==> src/rtl/atilt_pkg.sv <==
// shared constants, types and the arctangent table of the tilt-angle unit
// no dependencies; imported by every module of the block
`default_nettype none

package atilt_pkg;

	// sample and port geometry
	localparam int SAMPLE_WIDTH = 16;
	localparam int IN_W         = 3 * SAMPLE_WIDTH;
	localparam int ANGLE_W      = 15;
	localparam int OUT_W        = ((ANGLE_W + 7) / 8) * 8;

	// magnitude, square and sum widths
	localparam int MAG_W     = SAMPLE_WIDTH;
	localparam int SQ_W      = 2 * SAMPLE_WIDTH - 1;
	localparam int SUM_W     = 2 * SAMPLE_WIDTH;
	localparam int MSB_S_W   = $clog2(SUM_W);
	localparam int MSB_X_W   = $clog2(MAG_W);

	// normalization targets: leading one of the sum at bit 60 or 61, of |x| at bit 30
	localparam int S_TARGET_LOG = 60;
	localparam int X_TARGET_LOG = 30;
	localparam int SHIFT_W      = 5;
	localparam int K_W          = 7;

	// square root and rotation widths
	localparam int RAD_W       = 64;
	localparam int ROOT_W      = RAD_W / 2;
	localparam int NORM_X_W    = ROOT_W;
	localparam int GUARD_SHIFT = 24;
	localparam int VEC_W       = ROOT_W + GUARD_SHIFT + 3;
	localparam int ACC_W       = 32;

	// rotation steps
	localparam int CORDIC_STEPS = 16;
	localparam int ATAN_LEN     = 32;
	localparam int NUM_STEPS    = (CORDIC_STEPS > ATAN_LEN) ? ATAN_LEN : CORDIC_STEPS;

	// rounding of the accumulator to whole centidegrees
	localparam int ANGLE_FRAC  = 16;
	localparam int ROUND_BIAS  = 32768;
	localparam int ANGLE_LIMIT = 9000;

	// atan(2^-i) in units of 2^-16 centidegree
	localparam logic signed [ACC_W-1:0] ATAN_TAB [ATAN_LEN] = '{
		32'sd294912000, 32'sd174096719, 32'sd91987925, 32'sd46694507,
		32'sd23437865,  32'sd11730358,  32'sd5866610,  32'sd2933484,
		32'sd1466764,   32'sd733385,    32'sd366693,   32'sd183346,
		32'sd91673,     32'sd45837,     32'sd22918,    32'sd11459,
		32'sd5730,      32'sd2865,      32'sd1432,     32'sd716,
		32'sd358,       32'sd179,       32'sd90,       32'sd45,
		32'sd22,        32'sd11,        32'sd6,        32'sd3,
		32'sd1,         32'sd1,         32'sd0,        32'sd0
	};

	// flags that travel with an item through the pipeline
	typedef struct packed {
		logic xneg;
		logic xzero;
		logic szero;
	} meta_t;

	// sideband that rides along the square root
	typedef struct packed {
		meta_t                meta;
		logic [NORM_X_W-1:0]  ax;
	} side_t;

endpackage

`default_nettype wire

==> src/rtl/atilt_isqrt.sv <==
// pipelined floor square root of a 64-bit radicand, two result bits per stage
// depends on atilt_pkg; sideband and valid travel with the data
`default_nettype none

module atilt_isqrt
	import atilt_pkg::*;
(
	input  wire logic               clk,
	input  wire logic               arst_n,
	input  wire logic               en,
	input  wire logic               in_valid,
	input  wire logic [RAD_W-1:0]   in_rad,
	input  wire side_t              in_side,
	output logic                    out_valid,
	output logic [ROOT_W-1:0]       out_root,
	output side_t                   out_side
);

	localparam int PER_STAGE = 2;
	localparam int STAGES    = ROOT_W / PER_STAGE;
	localparam int REM_W     = ROOT_W + 2;

	typedef struct packed {
		logic [RAD_W-1:0]  rad;
		logic [REM_W-1:0]  rem;
		logic [ROOT_W-1:0] root;
	} sq_t;

	// one restoring digit step: bring down two bits, try to subtract
	function automatic sq_t sqrt_step(input sq_t a);
		sq_t              r;
		logic [REM_W-1:0] rem_n;
		logic [REM_W-1:0] trial;
		rem_n = {a.rem[REM_W-3:0], a.rad[RAD_W-1 -: 2]};
		trial = {a.root, 2'b01};
		r.rad = a.rad << 2;
		if (rem_n >= trial) begin
			r.rem  = rem_n - trial;
			r.root = {a.root[ROOT_W-2:0], 1'b1};
		end else begin
			r.rem  = rem_n;
			r.root = {a.root[ROOT_W-2:0], 1'b0};
		end
		return r;
	endfunction

	sq_t   st_s    [STAGES];
	side_t side_s  [STAGES];
	logic  valid_s [STAGES];
	sq_t   st_in   [STAGES];
	sq_t   st_nxt  [STAGES];

	// stage inputs and digit steps
	always_comb begin
		st_in[0] = '{rad: in_rad, rem: '0, root: '0};
		for (int g = 1; g < STAGES; g++) begin
			st_in[g] = st_s[g-1];
		end
		for (int g = 0; g < STAGES; g++) begin
			st_nxt[g] = st_in[g];
			for (int j = 0; j < PER_STAGE; j++) begin
				st_nxt[g] = sqrt_step(st_nxt[g]);
			end
		end
	end

	// valid bits
	always_ff @(posedge clk or negedge arst_n) begin
		if (!arst_n) begin
			for (int g = 0; g < STAGES; g++) begin
				valid_s[g] <= 1'b0;
			end
		end else if (en) begin
			valid_s[0] <= in_valid;
			for (int g = 1; g < STAGES; g++) begin
				valid_s[g] <= valid_s[g-1];
			end
		end
	end

	// payload
	always_ff @(posedge clk) begin
		if (en) begin
			side_s[0] <= in_side;
			for (int g = 1; g < STAGES; g++) begin
				side_s[g] <= side_s[g-1];
			end
			for (int g = 0; g < STAGES; g++) begin
				st_s[g] <= st_nxt[g];
			end
		end
	end

	assign out_valid = valid_s[STAGES-1];
	assign out_root  = st_s[STAGES-1].root;
	assign out_side  = side_s[STAGES-1];

endmodule

`default_nettype wire

==> config.mk <==
export PLATFORM = sky130hd
export DESIGN_NAME = atilt_isqrt
export DESIGN_NICKNAME = d
export VERILOG_FILES = /design/src/rtl/atilt_pkg.sv /design/src/rtl/atilt_isqrt.sv
export SDC_FILE = /design/constraint.sdc
export NUM_CORES = 2
export LEC_CHECK = 0
export BUFFER_PORTS_ARGS = -buffer_cell sky130_fd_sc_hd__buf_2
export CAP_MARGIN = 20
export CORE_MARGIN = 4
export CORE_UTILIZATION = 60
export CTS_CLUSTER_DIAMETER = 40
export DETAILED_ROUTE_END_ITERATION = 12
export PLACE_DENSITY_LB_ADDON = 0.12
export SLEW_MARGIN = 20
export SYNTH_ARGS = -nofsm -noshare
export SYNTH_HDL_FRONTEND = slang
export SYNTH_SLANG_ARGS = --single-unit
==> constraint.sdc <==
create_clock -name clk -period 11.85 [get_ports clk]
set_input_delay 2.37 -clock clk [delete_from_list [all_inputs] [get_ports clk]]
set_output_delay 2.37 -clock clk [all_outputs]
set_load 0.05 [all_outputs]
# [After elaboration in Yosys (flattened, before gate mapping)]
# Memories as Yosys holds them, arrays and structs flattened.
# Index checks and enable logic that the tools add are counted.
[totals] ff_bits=16 latchBits=0 ramBits=2576 mem_bits_ro=0 in_bits=103 word_cells=116 mem_count=2
[classes] n_addsub=32 multipliers=0 n_div=0 n_lt_le_gt_ge=32 eq_ne=0 shift=0 mux=34 n_bitwise=0 reduce_logical=0
[mem_list] memory="st_s" depth=16 width=126 read_ports=16 rd_clocked_by_memory_dff=0 write_ports=16 line_no="atilt_isqrt.sv:47" text="sq_t st_s [STAGES];"
[mem_list] memory="side_s" depth=16 width=35 read_ports=16 rd_clocked_by_memory_dff=0 write_ports=16 line_no="atilt_isqrt.sv:48" text="side_t side_s [STAGES];"
[ops] operator="66-bit two-way mux" n=16
[ops] operator="34-bit >= comparator" n=31
[ops] operator="64-bit two-way mux" n=16
[ops] operator="34-bit subtractor" n=16
[ops] operator="32-bit subtractor" n=15
[ops] operator="2-bit by 1-bit subtractor with 3-bit output (second input constant)" n=1
[ops] operator="2-bit by 1-bit >= comparator with 1-bit output (second input constant)" n=1
[ops] operator="1-bit two-way mux" n=2

# [Logic depth before layout (Yosys ltp)]
# An unclocked memory read counts as a cell.
[logic_depth] word_depth=5 depth_mapped=31 depth_no_buf=28

# [Worst setup path before layout]
# Ideal clock, no wire load.
[synth_path] path_type="reg2reg" from="memory st_s[0][880] in the netlist's numbering" to="memory st_s[0][928] in the netlist's numbering (data pin)" arrival_time_ns=6.065 required_ns=11.588 slack_ns=5.523 path_stages_with_launch=23 path_buffers=2 cell_sequence="edfxtp_1 > inv_1 > ha_1 > nand2b_1 > a211o_1 > a211o_1 > a211o_1 > nand2_1 > buf_1 > mux2_2 > ha_1 > a21o_1 > a21oi_1 > a21boi_0 > o211a_1 > or2_2 > nor3b_1 > o21ai_1 > or3_1 > nor4_2 > inv_2 > clkbuf_1 > mux2_1"
[synth_rtl] item="start: declaration" line_no="atilt_isqrt.sv:47"

==> run metrics <==
initial antenna violation count 4; WL per Instance 20.86 µm; worst slew pin tran 1075 ps; post-layout min period 7390 ps; io pins 171; critical path launch point type register; count leader, synth edfxtp_1; Synth Register Bits 1787; Worst VDD drop 0.1903 mV; Area contributors post-synth edfxtp_1, ha_1, xnor2_1; Core Util, Final 0.6758; Setup Buffers After CTS 0; Num CTS Buffers 237; Post-synth top cells edfxtp_1, nor2_1, a21oi_1, nand2_1, ha_1; Initial Utilization 0.6062; Setup Viol. Count Final 0; R2R Path Start st_s[1][527]; largest net degree at the start of global routing 216; total core area 158900 µm²; Fin Clk Skew 65.80 ps; critical path data arrival time 8000 ps; Syn Std Cell Area 96350 µm²; crit path launch st_s[1][527]; root buf cell clkbuf_16; pre-CTS WS 4538 ps; Synth area leader edfxtp_1; Setup TNS 0 ps; grt total ovfl 0; fmax 135.3 MHz; Hold Crit Class register to register; row cnt 146; HPWL after DPL 166400 µm; period utilisation layout 0.6236; Setup WS post-layout 4460 ps; dpl cells 10465; clk sink count 1787; Hold-fix buffers, CTS 0; final number of hold-violating endpoints 0; drt via density 6.039; CTS tree yes; GPL Wtd Cong 0.9401; Leak 41.42 nW; Async S/R FF share, synth 0.008954; initial DRC count 5764; post-synth top area share 0.5520; share of post-route cells with drive strength above 1 0.08957; number of synthesized flops with an enable pin 1771; critical path fanouts, max 42; vias in the first global route 64215; post-synth cell types 109; Slew headroom 0.2836; Hold Path Origin st_s[0][328]; worst-skew pair later-pin latency 890 ps; Total GRT Usage 0.2671; Req. time, crit path 12460 ps; post-route ant nets 0; Synth Instances 8418; Clock Path Buffers 3; Layout area overhead 11.47%; total power 25.26 mW; status finished, final reports clean; DP Area 99160 µm²; max_cap viols 0; Non-Filler Instances 10915; Slew Viols, Final 0; via count 65914; CTS clk-pin slew, worst paths 80 ps; # DRC 0; crit path capture type register; Nets 9294; final instance area 107400 µm²; die area 167100 µm²; Synthesis Warnings 0; I/O Buffers 170; hold_ws 382.0 ps; top_reg_cell synth edfxtp_1; Die X 408.7 µm; Total Wirelength 227700 µm; PwrDens 235.2 nW/µm²; Pre-Repair DR Iteration Count 6; Die Ht 408.7 µm; Crit Path Category register to register; CTS resizes 0; first-pass GRT wire length 355800 µm; synthesized area per cell 11.45 µm²; post-synthesis sequential area ratio 0.5561; RSZ-0062 raised after global routing no; CTS H-tree depth 4
area by class of cell:
class	instances	area (µm²)
clock buffers	265	6098
inverters	486	1824
diodes	1	2.502
flip-flops and latches	1787	53580
repair buffers	217	1301
clock inverters	183	2105
well taps	2072	2592
fillers	11788	51530
multi-input cells	5904	39890
registers in the layout (all words and copies together), names as in the netlist:
name / count
valid_s: 15
side_s: 560
out_valid: 1
st_s: 1211
placed cells by master, fill, tap and decap left out, types with 230 or more instances in the layout:
cell type  netlist  final
nand2_1        638    638
inv_1          467    467
xor2_1         256    256
a21oi_1        656    656
a21o_1         230    230
edfxtp_1      1771   1771
nor2_1         664    664
xnor2_1        478    478
clkbuf_16        0    239
o21ai_0        314    314
ha_1           558    558
path summary, 6_finish.rpt:
kind                                endpoint  slack (ps)  depth (start not counted)
min in group asynchronous          out_valid        1390                          1
worst min register to register  st_s[0][458]         380                          0
worst max register to register  st_s[1][667]        4460                         24
worst min-delay path            st_s[0][458]         380                          0
max in group asynchronous        valid_s[10]       10200                          1
worst max-delay path            st_s[1][667]        4460                         24
worst max-delay path, stage by stage (launching register included):
cell and delay [ps]:
edfxtp_1 520, inv_1 210, ha_1 490, nand4bb_1 170
nor4_1 870, nand2_1 130, o211ai_1 340, or2_2 210
nand2b_1 140, inv_2 250, o21ai_0 420, ha_1 400
a21oi_1 210, o21ai_0 170, a21o_1 210, a21o_1 170
a21oi_1 140, nor2b_1 60, a311oi_1 350, o21a_1 170
o21ai_0 80, a211o_1 310, or2_1 350, buf_4 350
mux2_2 350
power by group:
part           internal (mW)  switching [mW]  leakage [nW]
Combinational           3.76            5.56          20.2
Sequential              8.17           0.629          17.3
Clock                   4.22            2.92          3.92
Total                   16.1            9.11          41.4
per-layer routing:
| metal | global-route usage | vias to the layer above | share of wire |
|---|---|---|---|
| met5 | 0 | - | 0 |
| met4 | 0.09948 | 0 | 0.037 |
| met3 | 0.03506 | 452 | 0.049 |
| met2 | 0.4500 | 1962 | 0.48 |
| met1 | 0.3558 | 31684 | 0.43 |
| li1 | - | 31816 | - |
logic make-up (layout without fill, tap and decap cells):
kind of cell / Yosys count / in the layout / share of synthesized area
DFF: 1787 / 1787 / 0.5561
buffers and inverters: 729 / 1151 / 0.03022
and+or+nand+nor: 2469 / 2469 / 0.1264
adders and majority gates: 558 / 558 / 0.07246
xor gates and xnor gates: 734 / 734 / 0.06672
AOI/OAI and AO/OA: 2001 / 2001 / 0.1320
other: 1 / 4 / 0.00003892
muxes: 139 / 139 / 0.01597
No activity file was read; power rests on OpenSTA's default activity.
